### src/tcfo_pkg.sv
// Package for the two-class FIFO with oldest-first service.
// Holds sizes, command and status codes, and the struct types shared by every module except tcfo_ram.
// No dependencies.
`default_nettype none

package tcfo_pkg;

    localparam int QUEUE_DEPTH = 16;
    localparam int TAG_BITS    = 16;
    localparam int STAMP_BITS  = 16;

    localparam int IDX_W   = $clog2(QUEUE_DEPTH);
    localparam int CNT_W   = $clog2(QUEUE_DEPTH + 1);
    localparam int ENTRY_W = STAMP_BITS + TAG_BITS;

    localparam int IN_TAG_W  = 16;
    localparam int OUT_TAG_W = 16;

    typedef enum logic [1:0] {
        CMD_ENQ      = 2'd0,
        CMD_DEQ_ANY  = 2'd1,
        CMD_DEQ_ZERO = 2'd2,
        CMD_DEQ_ONE  = 2'd3
    } t_cmd;

    typedef enum logic [1:0] {
        ST_OK    = 2'd0,
        ST_EMPTY = 2'd1,
        ST_FULL  = 2'd2
    } t_status;

    typedef enum logic {
        S_IDLE,
        S_EXEC
    } t_state;

    typedef struct packed {
        logic [1:0]          command;
        logic                item_class;
        logic [IN_TAG_W-1:0] item_tag;
    } t_in;

    typedef struct packed {
        logic [1:0]           status;
        logic [OUT_TAG_W-1:0] out_tag;
        logic                 out_class;
    } t_out;

    // controller -> datapath
    typedef struct packed {
        logic    load;
        logic    strobe;
        logic    push;
        logic    pop;
        logic    pop_class;
        t_status status;
    } t_dp_cmd;

    // datapath -> controller
    typedef struct packed {
        t_cmd cmd;
        logic cls;
        logic empty0;
        logic empty1;
        logic full0;
        logic full1;
        logic zero_newer;
    } t_dp_status;

endpackage

`default_nettype wire

### src/two_class_fifo_oldest_first_top.sv
// Top level of the two-class FIFO with oldest-first service.
// Depends on tcfo_pkg, tcfo_ctrl and tcfo_dp.
//
// A command is taken when start is high and busy is low. Each command has the accept
// cycle, in which both head entries are read from the registered-read entry RAMs, and
// the following cycle, in which busy is high and the single result is shown on o_out
// with o_done high for that one cycle; state is updated at its end. The receiver
// cannot stall: o_out is valid only while o_done is high. Errors (dequeue from an empty
// queue, enqueue into a full one) report a status code, a zero tag and class, and leave
// all state untouched.
`default_nettype none

module two_class_fifo_oldest_first_top (
    input  wire logic           i_clk,
    input  wire logic           i_rst_n,
    input  wire logic           start,
    output logic                busy,
    input  wire tcfo_pkg::t_in  i_in,
    output logic                o_done,
    output tcfo_pkg::t_out      o_out
);
    import tcfo_pkg::*;

    t_dp_cmd    dp_cmd;
    t_dp_status dp_st;

    tcfo_ctrl u_ctrl (
        .i_clk   (i_clk),
        .i_rst_n (i_rst_n),
        .start   (start),
        .busy    (busy),
        .i_st    (dp_st),
        .o_cmd   (dp_cmd)
    );

    tcfo_dp u_dp (
        .i_clk   (i_clk),
        .i_rst_n (i_rst_n),
        .i_in    (i_in),
        .i_cmd   (dp_cmd),
        .o_st    (dp_st),
        .o_out   (o_out)
    );

    assign o_done = dp_cmd.strobe;

endmodule

`default_nettype wire

### src/tcfo_ram.sv
// Generic single-write, single-read RAM with registered read data.
// No dependencies.
`default_nettype none

module tcfo_ram #(
    parameter int WIDTH = 32,
    parameter int DEPTH = 16
) (
    input  wire logic                     i_clk,
    input  wire logic                     i_we,
    input  wire logic [$clog2(DEPTH)-1:0] i_waddr,
    input  wire logic [WIDTH-1:0]         i_wdata,
    input  wire logic [$clog2(DEPTH)-1:0] i_raddr,
    output logic      [WIDTH-1:0]         o_rdata
);

    logic [WIDTH-1:0] r_mem [DEPTH];
    logic [WIDTH-1:0] r_rdata;

    always_ff @(posedge i_clk) begin
        if (i_we) begin
            r_mem[i_waddr] <= i_wdata;
        end
        r_rdata <= r_mem[i_raddr];
    end

    assign o_rdata = r_rdata;

endmodule

`default_nettype wire

### src/tcfo_ctrl.sv
// Controller: accepts a command, then decides push, pop or error from datapath status.
// Depends on tcfo_pkg.
`default_nettype none

module tcfo_ctrl (
    input  wire logic                i_clk,
    input  wire logic                i_rst_n,
    input  wire logic                start,
    output logic                     busy,
    input  wire tcfo_pkg::t_dp_status i_st,
    output tcfo_pkg::t_dp_cmd        o_cmd
);
    import tcfo_pkg::*;

    t_state r_state;
    t_state n_state;

    always_ff @(posedge i_clk) begin
        if (!i_rst_n) begin
            r_state <= S_IDLE;
        end else begin
            r_state <= n_state;
        end
    end

    always_comb begin
        n_state         = r_state;
        o_cmd           = '0;
        o_cmd.status    = ST_OK;
        busy            = 1'b0;
        unique case (r_state)
            S_IDLE: begin
                if (start) begin
                    o_cmd.load = 1'b1;
                    n_state    = S_EXEC;
                end
            end
            S_EXEC: begin
                busy         = 1'b1;
                o_cmd.strobe = 1'b1;
                n_state      = S_IDLE;
                unique case (i_st.cmd)
                    CMD_ENQ: begin
                        if (i_st.cls ? i_st.full1 : i_st.full0) begin
                            o_cmd.status = ST_FULL;
                        end else begin
                            o_cmd.push = 1'b1;
                        end
                    end
                    CMD_DEQ_ZERO: begin
                        if (i_st.empty0) begin
                            o_cmd.status = ST_EMPTY;
                        end else begin
                            o_cmd.pop       = 1'b1;
                            o_cmd.pop_class = 1'b0;
                        end
                    end
                    CMD_DEQ_ONE: begin
                        if (i_st.empty1) begin
                            o_cmd.status = ST_EMPTY;
                        end else begin
                            o_cmd.pop       = 1'b1;
                            o_cmd.pop_class = 1'b1;
                        end
                    end
                    CMD_DEQ_ANY: begin
                        priority if (i_st.empty0 && i_st.empty1) begin
                            o_cmd.status = ST_EMPTY;
                        end else if (i_st.empty0) begin
                            o_cmd.pop       = 1'b1;
                            o_cmd.pop_class = 1'b1;
                        end else if (i_st.empty1) begin
                            o_cmd.pop       = 1'b1;
                            o_cmd.pop_class = 1'b0;
                        end else begin
                            // equal stamps go to class one
                            o_cmd.pop       = 1'b1;
                            o_cmd.pop_class = i_st.zero_newer;
                        end
                    end
                endcase
            end
        endcase
    end

endmodule

`default_nettype wire

### src/tcfo_dp.sv
// Datapath: command latch, per-class head/count, arrival counter, two entry RAMs.
// Depends on tcfo_pkg and tcfo_ram.
`default_nettype none

module tcfo_dp (
    input  wire logic                 i_clk,
    input  wire logic                 i_rst_n,
    input  wire tcfo_pkg::t_in        i_in,
    input  wire tcfo_pkg::t_dp_cmd    i_cmd,
    output tcfo_pkg::t_dp_status      o_st,
    output tcfo_pkg::t_out            o_out
);
    import tcfo_pkg::*;

    localparam int SUM_W = CNT_W + 1;

    logic [1:0]            r_cmd;
    logic                  r_cls;
    logic [TAG_BITS-1:0]   r_tag;
    logic [IDX_W-1:0]      r_head [2];
    logic [CNT_W-1:0]      r_cnt  [2];
    logic [STAMP_BITS-1:0] r_arrival;

    logic [IDX_W-1:0]      n_head [2];
    logic [CNT_W-1:0]      n_cnt  [2];
    logic [STAMP_BITS-1:0] n_arrival;

    logic [ENTRY_W-1:0]    rdata [2];
    logic [SUM_W-1:0]      tail_sum;
    logic [IDX_W-1:0]      tail;
    logic [STAMP_BITS-1:0] diff;
    logic [TAG_BITS-1:0]   pop_tag;

    always_ff @(posedge i_clk) begin
        if (i_cmd.load) begin
            r_cmd <= i_in.command;
            r_cls <= i_in.item_class;
            r_tag <= TAG_BITS'(i_in.item_tag);
        end
    end

    always_ff @(posedge i_clk) begin
        if (!i_rst_n) begin
            r_head[0] <= '0;
            r_head[1] <= '0;
            r_cnt[0]  <= '0;
            r_cnt[1]  <= '0;
            r_arrival <= '0;
        end else begin
            r_head    <= n_head;
            r_cnt     <= n_cnt;
            r_arrival <= n_arrival;
        end
    end

    always_comb begin
        tail_sum = SUM_W'(r_head[r_cls]) + SUM_W'(r_cnt[r_cls]);
        if (tail_sum >= SUM_W'(QUEUE_DEPTH)) begin
            tail_sum = tail_sum - SUM_W'(QUEUE_DEPTH);
        end
        tail = IDX_W'(tail_sum);
    end

    always_comb begin
        n_head    = r_head;
        n_cnt     = r_cnt;
        n_arrival = r_arrival;
        for (int k = 0; k < 2; k++) begin
            if (i_cmd.push && (r_cls == 1'(k))) begin
                n_cnt[k] = r_cnt[k] + 1'b1;
            end
            if (i_cmd.pop && (i_cmd.pop_class == 1'(k))) begin
                n_cnt[k] = r_cnt[k] - 1'b1;
                if (r_head[k] == IDX_W'(QUEUE_DEPTH - 1)) begin
                    n_head[k] = '0;
                end else begin
                    n_head[k] = r_head[k] + 1'b1;
                end
            end
        end
        if (i_cmd.push) begin
            n_arrival = r_arrival + 1'b1;
        end
    end

    for (genvar k = 0; k < 2; k++) begin : g_store
        tcfo_ram #(
            .WIDTH (ENTRY_W),
            .DEPTH (QUEUE_DEPTH)
        ) u_ram (
            .i_clk   (i_clk),
            .i_we    (i_cmd.push && (r_cls == 1'(k))),
            .i_waddr (tail),
            .i_wdata ({r_arrival, r_tag}),
            .i_raddr (r_head[k]),
            .o_rdata (rdata[k])
        );
    end

    // head stamps: class zero newer or equal when the wrapped difference is non-negative
    assign diff = rdata[0][ENTRY_W-1:TAG_BITS] - rdata[1][ENTRY_W-1:TAG_BITS];

    always_comb begin
        o_st.cmd        = t_cmd'(r_cmd);
        o_st.cls        = r_cls;
        o_st.empty0     = (r_cnt[0] == '0);
        o_st.empty1     = (r_cnt[1] == '0);
        o_st.full0      = (r_cnt[0] == CNT_W'(QUEUE_DEPTH));
        o_st.full1      = (r_cnt[1] == CNT_W'(QUEUE_DEPTH));
        o_st.zero_newer = !diff[STAMP_BITS-1];
    end

    assign pop_tag = i_cmd.pop_class ? rdata[1][TAG_BITS-1:0] : rdata[0][TAG_BITS-1:0];

    always_comb begin
        o_out.status    = i_cmd.status;
        o_out.out_tag   = i_cmd.pop ? OUT_TAG_W'(pop_tag) : '0;
        o_out.out_class = i_cmd.pop ? i_cmd.pop_class : 1'b0;
    end

endmodule

`default_nettype wire

### config.mk
export PLATFORM = sky130hd
export DESIGN_NAME = two_class_fifo_oldest_first_top
export DESIGN_NICKNAME = d
export VERILOG_FILES = /design/src/tcfo_pkg.sv /design/src/two_class_fifo_oldest_first_top.sv /design/src/tcfo_ram.sv /design/src/tcfo_ctrl.sv /design/src/tcfo_dp.sv
export SDC_FILE = /design/constraint.sdc
export NUM_CORES = 1
export LEC_CHECK = 0
export BUFFER_PORTS_ARGS = -buffer_cell sky130_fd_sc_hd__buf_2
export CAP_MARGIN = 5
export CORE_MARGIN = 1
export CORE_UTILIZATION = 52
export CTS_CLUSTER_SIZE = 20
export DETAILED_ROUTE_END_ITERATION = 16
export HOLD_SLACK_MARGIN = 0.15
export PLACE_DENSITY = 0.68
export SLEW_MARGIN = 10
export SYNTH_ARGS = -nofsm -noshare
export SYNTH_HDL_FRONTEND = slang
export SYNTH_SLANG_ARGS = --single-unit
### constraint.sdc
create_clock -name i_clk -period 11.5 [get_ports i_clk]
set_clock_uncertainty 0.1 [all_clocks]
set_input_delay 0.575 -clock i_clk [delete_from_list [all_inputs] [get_ports i_clk]]
set_output_delay 0.575 -clock i_clk [all_outputs]
set_load 0.05 [all_outputs]
==> impl_results.rst, run 1 <==
.. list-table::
   :header-rows: 1

   * - Metric
     - Value
   * - Total DRC errors in the routed layout
     - 0
   * - Status
     - finished, final reports clean
   * - GP Congestion
     - 0.878
   * - Library cell with the largest summed area after synthesis
     - sky130_fd_sc_hd__edfxtp_1
   * - Start-to-end type of the worst setup path
     - reg -> out
   * - Number of nets with antenna violations after detailed routing
     - 0
   * - Number of global-route vias before repair
     - 19900
   * - Area of all placed cells without fillers
     - 48700 um2
   * - Max Fanout on Critical Path
     - 17
   * - Root cell of the clock tree
     - sky130_fd_sc_hd__clkbuf_16
   * - Antenna violations before repair
     - 6
   * - Count leader, synth
     - sky130_fd_sc_hd__edfxtp_1
   * - Yosys warnings
     - 0
   * - Post-DR wirelength/cell
     - 30.1 um
   * - Worst-case clock buffer depth
     - 3
   * - CP Data Arrival Time
     - 3.67 ns
   * - Max H-tree Level
     - 3
   * - Via total after detailed routing
     - 20000
   * - CTS tree
     - yes
   * - Maximum number of pins on one net before global-route repair
     - 115
   * - Area share of the largest cell type after synthesis
     - 72.5%
   * - Post-layout worst setup margin
     - 7.15 ns
   * - Number of clock buffers inserted by TritonCTS
     - 110
   * - Total number of clock tree sinks
     - 1142
   * - Final hold vios
     - 0
   * - Layout cell share with drive strength beyond 1
     - 30.1%
   * - First-pass GRT wire length
     - 140 mm
   * - Placement row count
     - 105
   * - Switching power share of the total
     - 19.5%
   * - Finished Core Util
     - 59.3%
   * - Final clock period utilization by the worst path
     - 37.8%
   * - Number of instances resized during post-cts repair
     - 0
   * - Final-report max-slew violation count
     - 0
   * - Most instantiated flip-flop cell in the synthesis netlist
     - sky130_fd_sc_hd__edfxtp_1
   * - Sequential element share of the synthesized area
     - 77.1%
   * - Count of buffers added by post-CTS timing repair for setup
     - 0
   * - Number of violations reported at the end of detailed-routing iteration 0
     - 2480
   * - Slew HR
     - 14.7%
   * - Peak supply drop
     - 0.000136 V
   * - Category of the worst setup path launch point
     - flip-flop
   * - Summed negative setup slack over all endpoints
     - 0 ns
   * - Hold crit path type
     - in -> reg
   * - Post-synthesis instance area
     - 43200 um2
   * - Register-to-Register Path Depth
     - 7
   * - Pwr/cell area
     - 168 nW/um2
   * - Hold buffers post-CTS
     - 19
   * - Area added between synthesis and finish
     - 12.7%
   * - GR Util All Layers
     - 23.2%
   * - Clock period minus final worst setup slack
     - 4.35 ns
   * - Die Height
     - 290 um
   * - Commonest cells in the netlist
     - sky130_fd_sc_hd__edfxtp_1, sky130_fd_sc_hd__mux4_2, sky130_fd_sc_hd__dfxtp_1
   * - Worst Tran Pin Value
     - 1.28 ns
   * - Leakage power summed over all cells
     - 15.1 nW
   * - Post-detailed-placement half-perimeter wirelength
     - 56.2 mm
   * - Async set-or-reset flop fraction in the synthesized netlist
     - 0%
   * - Clk pwr share
     - 43.2%
   * - Internal power component
     - 6.60 mW
   * - Syn_nets
     - 1955
   * - Number of optimization iterations in the first detailed-route pass
     - 5
   * - Starting Density
     - 52.6%
   * - Clock transition at the registers of the reported paths
     - 0.06 ns
   * - Number of enable-type register cells in the synthesized netlist
     - 1043
   * - Worst EP required
     - 10.83 ns
   * - Core Footprint
     - 82100 um2
   * - Count of max-cap constraint violations
     - 0
   * - Fraction of power consumed by combinational cells
     - 1.4%
   * - RSZ-0062 raised after global routing
     - false
   * - Worst-case setup slack after placement
     - 7.33 ns
   * - Vias per std cell
     - 6.27
   * - Final setup violation count
     - 0
   * - Maximum operating frequency
     - 230 MHz
   * - Count of unique library cells instantiated by Yosys
     - 60
   * - Tot Pwr
     - 8.20 mW
   * - Number of cells traversed by the worst hold path
     - 3
   * - Total of flip-flops plus latches after synthesis
     - 1142
   * - Mean Syn Cell Area
     - 22.6 um2
   * - Overall overflow remaining after global route
     - 0
   * - Final #Nets
     - 2062
   * - Wire length reported by the detailed router
     - 96.0 mm
   * - Number of buffer cells added on primary ports
     - 42
   * - Leading post-synthesis cells by cell area
     - sky130_fd_sc_hd__edfxtp_1, sky130_fd_sc_hd__mux4_2, sky130_fd_sc_hd__dfxtp_1
   * - Insertion delay of the later-clocked pin in the worst-skew pair
     - 0.66 ns
   * - Number of top-level pins
     - 43
   * - Placed cell area
     - 44800 um2
   * - Endpoint type of the worst setup path
     - primary output
   * - Horizontal die dimension
     - 290 um
   * - Synthesized instance count
     - 1910
   * - Sequential Power Share
     - 55.4%
   * - Reported net switching power
     - 1.60 mW
   * - Die Footprint
     - 84200 um2
## final timing paths
check,start,end,slack [ns]
setup reg to reg,u_dp.r_cls$_DFFE_PP_,u_dp.g_store[1].u_ram.r_mem[15][10]$_DFFE_PP_,7.25
hold / removal,i_rst_n,u_dp.r_cnt[2]$_SDFFE_PN0P_,0.24
setup / recovery,u_dp.r_cnt[2]$_SDFFE_PN0P_,o_out[12],7.15
hold reg to reg,u_dp.r_cnt[9]$_SDFFE_PN0P_,u_dp.r_cnt[9]$_SDFFE_PN0P_,0.52
## registers in the layout (all words and copies together), names as in the netlist
signal                      count
u_dp.g_store.u_ram.r_mem     1024
u_dp.g_store.u_ram.o_rdata     64
u_dp.r_arrival                 16
u_dp.r_tag                     16
u_dp.r_cnt                     10
u_dp.r_head                     8
u_dp.r_cmd                      2
u_ctrl.r_state                  1
u_dp.r_cls                      1
## placed cells by master, fill, tap and decap left out, types with 9 or more instances in the layout
cell / instances
sky130_fd_sc_hd__buf_2: 42
sky130_fd_sc_hd__nand2_1: 51
sky130_fd_sc_hd__edfxtp_1: 1043
sky130_fd_sc_hd__o21ai_0: 10
sky130_fd_sc_hd__clkinv_1: 15
sky130_fd_sc_hd__clkbuf_1: 31
sky130_fd_sc_hd__mux2i_1: 15
sky130_fd_sc_hd__mux4_2: 320
sky130_fd_sc_hd__dlygate4sd3_1: 19
sky130_fd_sc_hd__nor2_1: 29
sky130_fd_sc_hd__nand3_1: 30
sky130_fd_sc_hd__dfxtp_1: 82
sky130_fd_sc_hd__nor2_4: 33
sky130_fd_sc_hd__clkinv_2: 23
sky130_fd_sc_hd__dfxtp_2: 13
sky130_fd_sc_hd__nand4_1: 13
sky130_fd_sc_hd__ha_1: 22
sky130_fd_sc_hd__a21oi_1: 23
sky130_fd_sc_hd__bufinv_16: 9
sky130_fd_sc_hd__inv_1: 23
sky130_fd_sc_hd__clkbuf_16: 112
sky130_fd_sc_hd__buf_4: 26
sky130_fd_sc_hd__xnor2_1: 11
## metrics by stage
stage               cells  hold slack (ns)
global placement     2949            0.486
global route         3184            0.268
finish               3185            0.245
floorplan            1910            0.398
CTS                  3177            0.202
detailed placement   2949            0.501
## power groups by stage
stage | clock (mW) | sequential [mW] | combinational (mW)
2_1_floorplan | 0 | 4.62 | 0.0595
3_3_place_gp | 0 | 4.63 | 0.0948
3_5_place_dp | 0 | 4.64 | 0.0973
4_1_cts | 3.59 | 4.55 | 0.103
5_1_grt | 3.74 | 4.54 | 0.123
6_report | 3.54 | 4.54 | 0.116
## logic make-up after synthesis
| kind of cell | Yosys count | synth area share, % |
|---|---|---|
| AO/OA/AOI/OAI | 61 | 1.03 |
| XOR/XNOR | 19 | 0.385 |
| adder cells (fa/ha/maj) | 23 | 0.684 |
| buffers and inverters | 125 | 1.30 |
| flip-flops | 1142 | 77.1 |
| multiplexers | 342 | 17.2 |
| AND/OR/NAND/NOR | 198 | 2.26 |
## per-layer routing
layer | GRT usage [%] | up-vias | routed length, um
met5 | 0 | - | 0
met2 | 33.6 | 958 | 43300
met3 | 5.06 | 103 | 9640
met4 | 5.50 | 0 | 1730
li1 | - | 8207 | -
met1 | 36.3 | 10700 | 41300
## critical path: stages, from the launching register on
cell,delay (ns)
sky130_fd_sc_hd__dfxtp_1,0.65
sky130_fd_sc_hd__nor4_4,0.11
sky130_fd_sc_hd__nor2b_1,0.18
sky130_fd_sc_hd__nor2_1,0.46
sky130_fd_sc_hd__a311o_1,0.88
sky130_fd_sc_hd__nand3_1,0.22
sky130_fd_sc_hd__nand2_1,0.19
sky130_fd_sc_hd__buf_2,0.29
## cell type report
cell class | instances | area [um2]
clock buffers | 151 | 3030
inverters | 24 | 90.1
repair buffers | 96 | 766
multi-input cells | 643 | 9570
fillers | 5584 | 33400
flip-flops and latches | 1142 | 33300
well taps | 1070 | 1340
clock inverters | 58 | 538
diodes | 1 | 2.50
Note: power is estimated with default switching activity, not from simulation.
==> run 2: changes to the inputs <==
--- a/config.mk
+++ b/config.mk
@@ -5,6 +5,7 @@
 export SDC_FILE = /design/constraint.sdc
 export NUM_CORES = 1
 export LEC_CHECK = 0
+export ABC_AREA = 1
 export BUFFER_PORTS_ARGS = -buffer_cell sky130_fd_sc_hd__buf_2
 export CAP_MARGIN = 5
 export CORE_MARGIN = 1
==> constraint.sdc (replaced) <==
create_clock -name i_clk -period 4.37 [get_ports i_clk]
set_clock_uncertainty 0.1 [all_clocks]
set_input_delay 0.2185 -clock i_clk [delete_from_list [all_inputs] [get_ports i_clk]]
set_output_delay 0.2185 -clock i_clk [all_outputs]
set_load 0.05 [all_outputs]
==> run 2 against run 1 <==
Sequential share of layout area decreased by 1.9 points. Combinational power increased to 7.3 times the previous value. Via count increased by 38%. Routed wire length increased by 17%. Critical endpoint is now o_out[13].
==> impl_results.rst, run 2 <==
.. list-table::
   :header-rows: 1

   * - Metric
     - Value
   * - Clock transition at the registers of the reported paths
     - 0.06 ns
   * - Pwr/cell area
     - 454 nW/um2
   * - Count of unique library cells instantiated by Yosys
     - 43
   * - Category of the worst setup path launch point
     - flip-flop
   * - Worst Tran Pin Value
     - 1.18 ns
   * - Number of top-level pins
     - 43
   * - Horizontal die dimension
     - 293 um
   * - Overall overflow remaining after global route
     - 0
   * - Post-detailed-placement half-perimeter wirelength
     - 61.1 mm
   * - Maximum operating frequency
     - 264 MHz
   * - Number of buffer cells added on primary ports
     - 42
   * - Total DRC errors in the routed layout
     - 0
   * - Core Footprint
     - 83800 um2
   * - Insertion delay of the later-clocked pin in the worst-skew pair
     - 0.68 ns
   * - Number of violations reported at the end of detailed-routing iteration 0
     - 3765
   * - Mean Syn Cell Area
     - 13.5 um2
   * - Worst-case clock buffer depth
     - 3
   * - Startpoint of the worst register-to-register path
     - u_dp.r_head[5]$_SDFFE_PN0P_
   * - Leading post-synthesis cells by cell area
     - sky130_fd_sc_hd__edfxtp_1, sky130_fd_sc_hd__nor2_1, sky130_fd_sc_hd__o21ai_0
   * - Commonest cells after routing, fill and taps aside
     - sky130_fd_sc_hd__edfxtp_1, sky130_fd_sc_hd__nor2_1, sky130_fd_sc_hd__o21ai_0
   * - GP Congestion
     - 0.833
   * - Post-layout worst setup margin
     - 0.586 ns
   * - Total number of clock tree sinks
     - 1142
   * - Most used cell along the critical path
     - sky130_fd_sc_hd__nand2_1
   * - Clock period minus final worst setup slack
     - 3.78 ns
   * - Finished Core Util
     - 59.7%
   * - Critical path cell sequence
     - inv_1 > ha_1 > a21oi_1 > nand2_1 > nand2_1 > nand2_1 > nand2_1 > nand2_1 > nand2_1 > nand3_2 > nand2_4 > nand2_4 > inv_2 > a22o_1 > buf_2
   * - Commonest cells in the netlist
     - sky130_fd_sc_hd__edfxtp_1, sky130_fd_sc_hd__nor2_1, sky130_fd_sc_hd__o21ai_0
   * - Post-DR wirelength/cell
     - 24.6 um
   * - Number of global-route vias before repair
     - 27100
   * - Worst-case setup slack after placement
     - 0.777 ns
   * - Die Height
     - 293 um
   * - Count leader, synth
     - sky130_fd_sc_hd__edfxtp_1
   * - Maximum number of pins on one net before global-route repair
     - 260
   * - GR Util All Layers
     - 26.1%
   * - RSZ-0062 raised after global routing
     - false
   * - Number of clock buffers inserted by TritonCTS
     - 109
   * - Non-filler cells, final
     - 4557
   * - Antenna cell count
     - 0
   * - Crit path largest cell delay
     - 0.43 ns
   * - Worst EP required
     - 4.05 ns
   * - Syn_nets
     - 3319
   * - CP Data Arrival Time
     - 3.47 ns
   * - Critical hold path startpoint
     - i_in[9]
   * - Total of flip-flops plus latches after synthesis
     - 1142
   * - Post-synthesis instance area
     - 44100 um2
   * - Async set-or-reset flop fraction in the synthesized netlist
     - 0%
   * - Max H-tree Level
     - 3
   * - Sequential element share of the synthesized area
     - 75.5%
   * - Leakage power summed over all cells
     - 15.9 nW
   * - Most instantiated flip-flop cell in the synthesis netlist
     - sky130_fd_sc_hd__edfxtp_1
   * - Placement row count
     - 106
   * - Crit path max-delay cell type
     - sky130_fd_sc_hd__inv_2
   * - Footprint of the flip-flops and latches
     - 33300 um2
   * - CTS tree
     - yes
   * - Area taken by multi-input logic gates
     - 9870 um2
   * - Root cell of the clock tree
     - sky130_fd_sc_hd__clkbuf_16
   * - Layout cell share with drive strength beyond 1
     - 10.5%
   * - Final setup violation count
     - 0
   * - Peak supply drop
     - 0.000370 V
   * - Hold crit path type
     - in -> reg
   * - Vias per std cell
     - 6.03
   * - Number of optimization iterations in the first detailed-route pass
     - 5
   * - Starting Density
     - 52.6%
   * - Max reg flops
     - 1024
   * - Via total after detailed routing
     - 27500
   * - Placed Cells incl. Taps
     - 4317
   * - Startpoint of the worst setup timing path
     - u_dp.g_store[1].u_ram.o_rdata[18]$_DFF_P_
   * - Number of enable-type register cells in the synthesized netlist
     - 1043
   * - Final hold vios
     - 0
   * - Final clock period utilization by the worst path
     - 86.6%
   * - Max Fanout on Critical Path
     - 18
   * - Start-to-end type of the worst setup path
     - reg -> out
   * - Number of instances resized during post-cts repair
     - 0
   * - Final #Nets
     - 3377
   * - Library cell with the largest summed area after synthesis
     - sky130_fd_sc_hd__edfxtp_1
   * - Antenna violations before repair
     - 2
   * - Slew HR
     - 21.0%
   * - Wire length reported by the detailed router
     - 112 mm
   * - Endpoint type of the worst setup path
     - primary output
   * - Count of max-cap constraint violations
     - 0
   * - Synthesized instance count
     - 3274
   * - Filler Cells Inserted
     - 6311
   * - Register with the most flip-flops
     - u_dp.g_store.u_ram.r_mem
   * - Area added between synthesis and finish
     - 13.4%
   * - First-pass GRT wire length
     - 168 mm
   * - Die Footprint
     - 86000 um2
   * - Final-report max-slew violation count
     - 0
   * - Number of nets with antenna violations after detailed routing
     - 0
   * - Status
     - finished, final reports clean
   * - Most common cell after layout, fill and taps aside
     - sky130_fd_sc_hd__edfxtp_1
   * - Area share of the largest cell type after synthesis
     - 71.0%
   * - Yosys warnings
     - 0
run 2: cell types whose count changed after synthesis, moves of 37 or more:
cell / delta
sky130_fd_sc_hd__o22ai_1: +76
sky130_fd_sc_hd__nand3_1: +90
sky130_fd_sc_hd__mux2i_1: +37
sky130_fd_sc_hd__mux4_2: -320
sky130_fd_sc_hd__o221ai_1: +104
sky130_fd_sc_hd__clkbuf_1: +111
sky130_fd_sc_hd__inv_1: +57
sky130_fd_sc_hd__o32ai_1: +76
sky130_fd_sc_hd__nand2_1: +181
sky130_fd_sc_hd__o21ai_0: +399
sky130_fd_sc_hd__nor2_1: +552
run 2: cell families after synthesis:
group | after synthesis | synth area share [%]
compound gates | 751 | 10.6
simple gates | 997 | 9.15
xor+xnor | 10 | 0.199
flops | 1142 | 75.5
mux | 52 | 1.18
fa+ha+maj | 23 | 0.669
buf+inv | 299 | 2.71
run 2: area by class of cell:
cell class              count  area share [%]
clock inverters            61            1.74
inverters                  89           0.690
repair buffers            157            2.54
flip-flops and latches   1142            66.6
clock buffers             141            5.84
well taps                1134            2.84
multi-input cells        1833            19.7
run 2: routing by layer:
layer / GRT usage, % / share of wire [%] / vias to the layer above
met3: 3.76 / 8.5 / 156
li1: - / - / 12300
met2: 42.6 / 48 / 1340
met1: 36.2 / 40 / 13700
met5: 0 / 0 / -
met4: 8.54 / 2.7 / 0
run 2: report_power, final:
group / internal, mW / switching (mW) / total (mW)
logic: 0.228 / 0.617 / 0.846
clock network: 5.92 / 3.99 / 9.91
registers: 11.9 / 0.0478 / 12.0
run 2: worst paths after layout:
check | to | slack (ns) | cells past startpoint
worst max-delay path | o_out[13] | 0.59 | 15
worst min-delay path | u_dp.r_tag[9]$_DFFE_PP_ | 0.24 | 2
worst max register to register | u_dp.g_store[1].u_ram.r_mem[1][7]$_DFFE_PP_ | 0.64 | 11
worst min register to register | u_dp.r_cnt[9]$_SDFFE_PN0P_ | 0.40 | 2
run 2: critical path, delay by kind of cell, from the launching register on:
kind	cells	cell delay, ns
compound gates	2	0.41
fa+ha+maj	1	0.31
buf+inv	3	0.76
flops	1	0.34
simple gates	9	0.95
run 2: repair_timing:
item,in CTS,in global routing
hold endpoints to repair,73,0
setup buffers,0,0
hold buffers,38,0
run 2: stage by stage:
step	hold slack [ns]	TNS [ns]	cell area [um2]	total power, mW
2_1_floorplan	0.217	-9.39	44100	12.7
3_3_place_gp	0.296	0	45900	13.0
3_5_place_dp	0.297	0	45900	13.0
4_1_cts	0.197	0	50000	22.8
5_1_grt	0.234	0	50000	23.3
6_report	0.235	0	50000	22.7
